<file path="config.mk">
export PLATFORM = sky130hd
export DESIGN_NAME = hsl_to_rgb_converter_top
export DESIGN_NICKNAME = d
export VERILOG_FILES = /design/src/rtl/core/hsl2rgb_pkg.sv /design/src/rtl/core/hsl_to_rgb_converter_top.sv
export VERILOG_INCLUDE_DIRS = /design/src /design/src/rtl/core
export SDC_FILE = /design/constraint.sdc
export NUM_CORES = 2
export LEC_CHECK = 0
export ABC_CLOCK_PERIOD_IN_PS = 13480
export BUFFER_PORTS_ARGS = -buffer_cell sky130_fd_sc_hd__buf_2
export CAP_MARGIN = 20
export CORE_AREA = 4 4 263 265
export DETAILED_ROUTE_END_ITERATION = 7
export DIE_AREA = 0 0 267 269
export PLACE_DENSITY = 0.66
export SYNTH_ARGS = -nofsm -noshare
export SYNTH_HDL_FRONTEND = slang
export SYNTH_SLANG_ARGS = --single-unit
</file>
<file path="constraint.sdc">
create_clock -name clk -period 13.48 [get_ports clk]
set_input_delay 2.696 -clock clk [delete_from_list [all_inputs] [get_ports clk]]
set_output_delay 2.696 -clock clk [all_outputs]
set_load 0.005 [all_outputs]
</file>
<file path="src/rtl/core/hsl_to_rgb_converter_top_macros.svh">
// Assertion macros shared by the HSL to RGB converter RTL.
`ifndef HSL_TO_RGB_CONVERTER_TOP_MACROS_SVH
`define HSL_TO_RGB_CONVERTER_TOP_MACROS_SVH

// Check a condition at every clock edge outside reset.
`define H2R_ASSERT_NOW(label, cond, msg) \
  label: assert property (@(posedge clk) disable iff (rst) (cond)) else $error(msg);

// Check that a consequence holds in the same cycle as its trigger.
`define H2R_ASSERT_IMPLY(label, ante, cons, msg) \
  label: assert property (@(posedge clk) disable iff (rst) (ante) |-> (cons)) else $error(msg);

`endif

</file>
<file path="src/rtl/core/hsl2rgb_pkg.sv">
// Package with payload types, sector codes and constants of the HSL to RGB converter.
`default_nettype none

package hsl2rgb_pkg;

  localparam int FRAC_BITS = 16;
  localparam int CW        = 17;   // component width, Q1.FRAC_BITS

  localparam logic [CW-1:0] ONE        = CW'(1 << FRAC_BITS);
  localparam logic [15:0]   HUE_SECTOR = 16'd7680;    // 60 degrees
  localparam logic [15:0]   HUE_MAX    = 16'd46080;   // 360 degrees

  // 7680 = 512 * 15: shift by 9, then multiply by the reciprocal of 15.
  localparam int             SECTOR_SHIFT = 9;
  localparam int             RECIP_SHIFT  = 28;
  localparam logic [24:0]    RECIP_15     = 25'd17895698;  // ceil(2^28 / 15)

  typedef enum logic [2:0] {
    SECTOR_1 = 3'd1,
    SECTOR_2 = 3'd2,
    SECTOR_3 = 3'd3,
    SECTOR_4 = 3'd4,
    SECTOR_5 = 3'd5,
    SECTOR_6 = 3'd6
  } sector_t;

  typedef struct packed {
    logic [15:0]   hue;
    logic [CW-1:0] saturation;
    logic [CW-1:0] lightness;
  } hsl_t;

  typedef struct packed {
    logic [CW-1:0] red;
    logic [CW-1:0] green;
    logic [CW-1:0] blue;
  } rgb_t;

endpackage

`default_nettype wire

</file>
<file path="src/rtl/core/hsl_to_rgb_converter_top.sv">
// HSL to RGB color converter: five-stage pipeline, one color per clock while the receiver does not stall.
// Usage:
//   hsl channel (hsl_valid, hsl_stall, hsl): one HSL color per transfer. Hue is
//   degrees times 128 (values above 360 degrees saturate), saturation and
//   lightness are Q1.16 and saturate at 1.0.
//   rgb channel (rgb_valid, rgb_stall, rgb): one RGB triple per transfer, Q1.16,
//   each component clamped to 1.0, in the order the colors came in.
// Throughput is one color per clock while rgb_stall is low; a transfer can
// happen on both channels in the same cycle.
// Stages: 1 clamp inputs, fold the hue and pick the sector; 2 chroma multiply;
// 3 chroma times hue position, offset L - C/2; 4 divide by one sector through
// a reciprocal multiply; 5 place C and X, add the offset, clamp. Each stage
// holds at most one multiplier.
// Reset (rst, synchronous, active high) empties the pipeline: all stage
// valid bits clear, data registers are left as they are.
// When the receiver stalls, the last stage holds its result and earlier
// stages keep advancing into empty slots; hsl_stall rises only once every
// stage holds a color, so nothing is lost or repeated.
`default_nettype none

module hsl_to_rgb_converter_top (
  input  wire logic              clk,
  input  wire logic              rst,
  input  wire logic              hsl_valid,
  output logic                   hsl_stall,
  input  wire hsl2rgb_pkg::hsl_t hsl,
  output logic                   rgb_valid,
  input  wire logic              rgb_stall,
  output hsl2rgb_pkg::rgb_t      rgb
);
  import hsl2rgb_pkg::*;

  `include "hsl_to_rgb_converter_top_macros.svh"

  // Stage valid bits and per-stage load enables.
  logic s1_valid, s2_valid, s3_valid, s4_valid, s5_valid;
  logic s1_en, s2_en, s3_en, s4_en, s5_en;

  // A stage loads when it is empty or the stage after it loads.
  assign s5_en = !s5_valid || !rgb_stall;
  assign s4_en = !s4_valid || s5_en;
  assign s3_en = !s3_valid || s4_en;
  assign s2_en = !s2_valid || s3_en;
  assign s1_en = !s1_valid || s2_en;

  assign hsl_stall = !s1_en;

  // ---------------------------------------------------------------- stage 1
  logic [15:0]   h_sat;
  logic [CW-1:0] s_sat, l_sat;
  logic [CW:0]   two_l;
  logic [CW:0]   l_dist;
  logic [13:0]   hue_rem;
  logic [12:0]   tri_dist;
  logic [12:0]   pos_in;
  sector_t       sector_in;

  always_comb begin
    h_sat = (hsl.hue > HUE_MAX) ? HUE_MAX : hsl.hue;
    s_sat = (hsl.saturation > ONE) ? ONE : hsl.saturation;
    l_sat = (hsl.lightness > ONE) ? ONE : hsl.lightness;

    // Distance of 2L from 1.0; never above 1.0 since L is clamped.
    two_l  = {l_sat, 1'b0};
    l_dist = (two_l >= {1'b0, ONE}) ? (two_l - {1'b0, ONE}) : ({1'b0, ONE} - two_l);

    // Hue modulo 120 degrees, then folded into a triangle around 60 degrees.
    if (h_sat >= 16'(6 * 7680)) begin
      hue_rem = 14'd0;
    end else if (h_sat >= 16'(4 * 7680)) begin
      hue_rem = 14'(h_sat - 16'(4 * 7680));
    end else if (h_sat >= 16'(2 * 7680)) begin
      hue_rem = 14'(h_sat - 16'(2 * 7680));
    end else begin
      hue_rem = 14'(h_sat);
    end
    tri_dist = (hue_rem >= 14'(HUE_SECTOR)) ? 13'(hue_rem - 14'(HUE_SECTOR))
                                            : 13'(14'(HUE_SECTOR) - hue_rem);
    pos_in   = 13'(HUE_SECTOR) - tri_dist;

    // Ceiling sector; hue zero goes to sector one.
    if (h_sat <= 16'(1 * 7680)) begin
      sector_in = SECTOR_1;
    end else if (h_sat <= 16'(2 * 7680)) begin
      sector_in = SECTOR_2;
    end else if (h_sat <= 16'(3 * 7680)) begin
      sector_in = SECTOR_3;
    end else if (h_sat <= 16'(4 * 7680)) begin
      sector_in = SECTOR_4;
    end else if (h_sat <= 16'(5 * 7680)) begin
      sector_in = SECTOR_5;
    end else begin
      sector_in = SECTOR_6;
    end
  end

  logic [CW-1:0] s1_omd, s1_sat, s1_light;
  logic [12:0]   s1_pos;
  sector_t       s1_sector;

  always_ff @(posedge clk) begin
    if (rst) begin
      s1_valid <= 1'b0;
    end else if (s1_en) begin
      s1_valid <= hsl_valid;
    end
    if (s1_en) begin
      s1_omd    <= ONE - l_dist[CW-1:0];
      s1_sat    <= s_sat;
      s1_light  <= l_sat;
      s1_pos    <= pos_in;
      s1_sector <= sector_in;
    end
  end

  // ---------------------------------------------------------------- stage 2
  logic [2*CW-1:0] chroma_prod;
  assign chroma_prod = s1_omd * s1_sat;

  logic [CW-1:0] s2_c, s2_light;
  logic [12:0]   s2_pos;
  sector_t       s2_sector;

  always_ff @(posedge clk) begin
    if (rst) begin
      s2_valid <= 1'b0;
    end else if (s2_en) begin
      s2_valid <= s1_valid;
    end
    if (s2_en) begin
      s2_c      <= chroma_prod[FRAC_BITS +: CW];
      s2_light  <= s1_light;
      s2_pos    <= s1_pos;
      s2_sector <= s1_sector;
    end
  end

  // ---------------------------------------------------------------- stage 3
  logic [CW+12:0] cx_prod;
  logic [CW-1:0]  half_c;
  assign cx_prod = s2_c * s2_pos;
  assign half_c  = s2_c >> 1;

  logic [19:0]   s3_cx;   // chroma * position / 512, below 2^20
  logic [CW-1:0] s3_c, s3_m;
  sector_t       s3_sector;

  always_ff @(posedge clk) begin
    if (rst) begin
      s3_valid <= 1'b0;
    end else if (s3_en) begin
      s3_valid <= s2_valid;
    end
    if (s3_en) begin
      s3_cx     <= cx_prod[SECTOR_SHIFT +: 20];
      s3_c      <= s2_c;
      s3_m      <= (s2_light >= half_c) ? (s2_light - half_c) : '0;
      s3_sector <= s2_sector;
    end
  end

  // ---------------------------------------------------------------- stage 4
  // Exact floor division by 15 for every value below 2^20.
  logic [44:0] recip_prod;
  assign recip_prod = s3_cx * RECIP_15;

  logic [CW-1:0] s4_x, s4_c, s4_m;
  sector_t       s4_sector;

  always_ff @(posedge clk) begin
    if (rst) begin
      s4_valid <= 1'b0;
    end else if (s4_en) begin
      s4_valid <= s3_valid;
    end
    if (s4_en) begin
      s4_x      <= recip_prod[RECIP_SHIFT +: CW];
      s4_c      <= s3_c;
      s4_m      <= s3_m;
      s4_sector <= s3_sector;
    end
  end

  // ---------------------------------------------------------------- stage 5
  logic [CW-1:0] r_pre, g_pre, b_pre;
  logic [CW:0]   r_sum, g_sum, b_sum;

  always_comb begin
    case (s4_sector)
      SECTOR_1: begin r_pre = s4_c; g_pre = s4_x; b_pre = '0;   end
      SECTOR_2: begin r_pre = s4_x; g_pre = s4_c; b_pre = '0;   end
      SECTOR_3: begin r_pre = '0;   g_pre = s4_c; b_pre = s4_x; end
      SECTOR_4: begin r_pre = '0;   g_pre = s4_x; b_pre = s4_c; end
      SECTOR_5: begin r_pre = s4_x; g_pre = '0;   b_pre = s4_c; end
      default:  begin r_pre = s4_c; g_pre = '0;   b_pre = s4_x; end
    endcase
    r_sum = {1'b0, r_pre} + {1'b0, s4_m};
    g_sum = {1'b0, g_pre} + {1'b0, s4_m};
    b_sum = {1'b0, b_pre} + {1'b0, s4_m};
  end

  always_ff @(posedge clk) begin
    if (rst) begin
      s5_valid <= 1'b0;
    end else if (s5_en) begin
      s5_valid <= s4_valid;
    end
    if (s5_en) begin
      rgb.red   <= (r_sum > {1'b0, ONE}) ? ONE : r_sum[CW-1:0];
      rgb.green <= (g_sum > {1'b0, ONE}) ? ONE : g_sum[CW-1:0];
      rgb.blue  <= (b_sum > {1'b0, ONE}) ? ONE : b_sum[CW-1:0];
    end
  end

  assign rgb_valid = s5_valid;

  // ------------------------------------------------------------- assertions
  `H2R_ASSERT_IMPLY(a_rgb_range, rgb_valid,
                    (rgb.red <= ONE) && (rgb.green <= ONE) && (rgb.blue <= ONE),
                    "rgb component above one")
  `H2R_ASSERT_IMPLY(a_stall_only_full, hsl_stall,
                    s1_valid && s2_valid && s3_valid && s4_valid && s5_valid,
                    "input stalled with an empty stage")
  `H2R_ASSERT_IMPLY(a_x_not_above_c, s4_valid, s4_x <= s4_c,
                    "secondary component exceeds chroma")

endmodule

`default_nettype wire
</file>
==> reports/qor.yml <==
chipHeight_um: 269
wl_per_cell_um: 17.1
yosys_most_used_dff: "edfxtp_1"
setup_viol: 0
drive_above_1_share_pct: 6.53
cts_buffers: 31
postSynthAreaPerCell_um2: 9.98
holdPathEnd: "s2_pos[7]"
reg2regPathDepth: 21
hold_viol: 0
synth_top_area_share_pct: 25.5
start_util_pct: 49.8
vias_per_cell: 5.31
startpoint_type: "flip-flop"
cts_tree: "built"
place.gp.congestion: 0.871
netlist_area_um2: 33300
hpwlAfterDp_mm: 58.8
cts_hold_buf: 0
cp_num_buf_inv: 4
cts_resized: 0
coreArea_um2: 66800
area_growth_pct: 7.42
relSlewSlack_pct: 37.7
synth_cell_types: 82
antenna_found_initial: 1
clock_tree.root_cell: "clkbuf_16"
via_count: 22800
grt_pass1_vias: 23100
fin_tns_setup_ns: 0
die-area_um2: 71800
worstPathArrival_ns: 7.38
worstPathCellList: "and2_1 -> fa_1 -> inv_1 -> fa_1 -> fa_1 -> inv_1 -> fa_1 -> fa_1 -> inv_1 -> fa_1 -> inv_1 -> ha_1 -> a2111o_1 -> a211oi_1 -> o21ai_0 -> nand3_1 -> a41oi_1 -> a211oi_1 -> o21bai_1 -> a21oi_1 -> xnor2_1"
top_level_ports: 107
cp_data_required_time_ns: 13.80
min_period_ns: 7.05
yosysTopAreaCell: "fa_1"
ant_nets: 0
grt.total_usage_pct: 20.8
drt_iter0_drc: 1257
hp-start: "s1_pos[7]"
synthArstFlopShare_pct: 0
max_stage_delay_ns: 0.68
slowest_stage: "edfxtp_1"
worstMarginPinSlew_ns: 0.923
htree_levels: 1
clock_path_buffers: 3
hp-class: "reg2reg"
min_period_over_period_pct: 52.3
cp_top_family: "adder cells"
num_antenna_cells: 0
gr-total-overflow: 0
yosys-top-cells-area: "fa_1 (26%), edfxtp_1 (25%), ha_1 (14%), inv_1 (7.0%), nand2_1 (4.2%)"
r2r-end: "s2_c[16]"
drv_cap: 0
whs_path_depth: 0
max_freq_ghz: 0.142
clock-sinks: 282
port_buffers: 106
worstReg2RegStart: "s1_omd[7]"
clock_skew_ns: 0.0163
ys_top_cells_by_count: "inv_1 (621), fa_1 (424), ha_1 (385)"
synth.most_common_cell: "inv_1"
row_count: 95
seq_area_frac_synth_pct: 25.3
yosys_warnings: 0
drv_slew: 0
firstDrtPassIters: 5
grt_pass1_wl_mm: 121
crit_top_cell: "fa_1"
crit_fanout: 17
rrSetupSlack_ns: 6.43
grt_setup_unrepaired: "no"
clock_latency_ns: 0.59
path_clk_slew_ns: 0.07
cp-end-kind: "flip-flop"
synthCells: 3333
synth-edff-count: 277
critPathKind: "reg2reg"
grt_max_degree: 63
nets: 4253
drc: 0
die_w_um: 267
syn_nets: 4196
synth-seq-cells: 282
outcome: "finished clean"
post_cts_buffers: 0
routed_wl_mm: 73.2
how the worst max path moves through the flow:
stage	depth (start not counted)	start	slack, ns	endpoint
floorplan	4	rgb_stall	5.48	hsl_stall
global placement	21	s1_omd[7]	6.63	s2_c[16]
detailed placement	21	s1_omd[7]	6.45	s2_c[16]
CTS	21	s1_omd[7]	6.38	s2_c[16]
global route	22	s2_c[4]	6.04	s3_cx[19]
finish	21	s1_omd[7]	6.43	s2_c[16]
cell type report:
cell class	instances	area, µm²
Fill cell	6001	31100
Multi-Input combinational cell	2322	22100
Sequential cell	282	8420
Inverter	621	2330
Tap cell	873	1090
Clock buffer	33	783
Timing Repair Buffer	132	744
Clock inverter	25	262
registers in the layout (all words and copies together) (netlist names), 13 cells and up:
register	cells
rgb	51
s3_cx	20
s1_light	17
s1_sat	17
s2_c	17
s2_light	17
s3_c	17
s3_m	17
s4_c	17
s4_m	17
s4_x	17
s1_omd	15
s1_pos	13
s2_pos	13
routing by layer:
layer	wire, µm	share of wire [%]	up-vias	global-route usage [%]
li1	-	-	10900	-
met1	33500	46	11100	29.8
met2	34300	47	591	34.6
met3	3790	5.2	105	2.30
met4	1610	2.2	0	4.48
met5	0	0	-	0
placed cells by master, fill, tap and decap left out, types with 18 or more instances in the layout:
| cell type | synthesis | final |
|---|---|---|
| nand2b_1 | 21 | 21 |
| xor2_1 | 53 | 53 |
| clkbuf_16 | 0 | 31 |
| inv_1 | 621 | 620 |
| nor3_1 | 50 | 50 |
| nand3_1 | 30 | 29 |
| buf_2 | 5 | 106 |
| nor2_1 | 159 | 159 |
| a21o_1 | 32 | 32 |
| buf_4 | 1 | 24 |
| nor2b_1 | 58 | 58 |
| and2_1 | 192 | 192 |
| and3_1 | 19 | 19 |
| fa_1 | 424 | 424 |
| o21a_1 | 19 | 19 |
| a31oi_1 | 18 | 18 |
| a22o_1 | 52 | 52 |
| nand2_1 | 371 | 369 |
| o21ai_0 | 69 | 69 |
| edfxtp_1 | 277 | 277 |
| a21oi_1 | 87 | 87 |
| ha_1 | 385 | 385 |
| xnor2_1 | 87 | 87 |
stage by stage:
| stage | std cells | instance area (µm²) | hold WS (ns) | util (%) | setup WS, ns |
|---|---|---|---|---|---|
| 3_5_place_dp | 4228 | 34700 | 0.405 | 51.9 | 6.45 |
| 3_3_place_gp | 4228 | 34700 | 0.400 | 51.9 | 6.63 |
| 6_report | 4288 | 35700 | 0.409 | 53.5 | 6.43 |
| 2_1_floorplan | 3333 | 33300 | 0.400 | - | 5.48 |
| 5_1_grt | 4288 | 35700 | 0.413 | 53.5 | 6.04 |
| 4_1_cts | 4286 | 35700 | 0.403 | 53.5 | 6.38 |
cell families (layout without fill, tap and decap cells):
family	Yosys count	after routing	synth area share, %
simple gates	979	979	14.5
fa+ha+maj	809	809	40.0
buf+inv	729	811	8.28
compound gates	389	389	8.14
flops	282	282	25.3
xor+xnor	140	140	3.68
mux	5	5	0.158
Power is not shown: default switching activity piles up to over one toggle a cycle in this logic, so the estimate is an artifact.
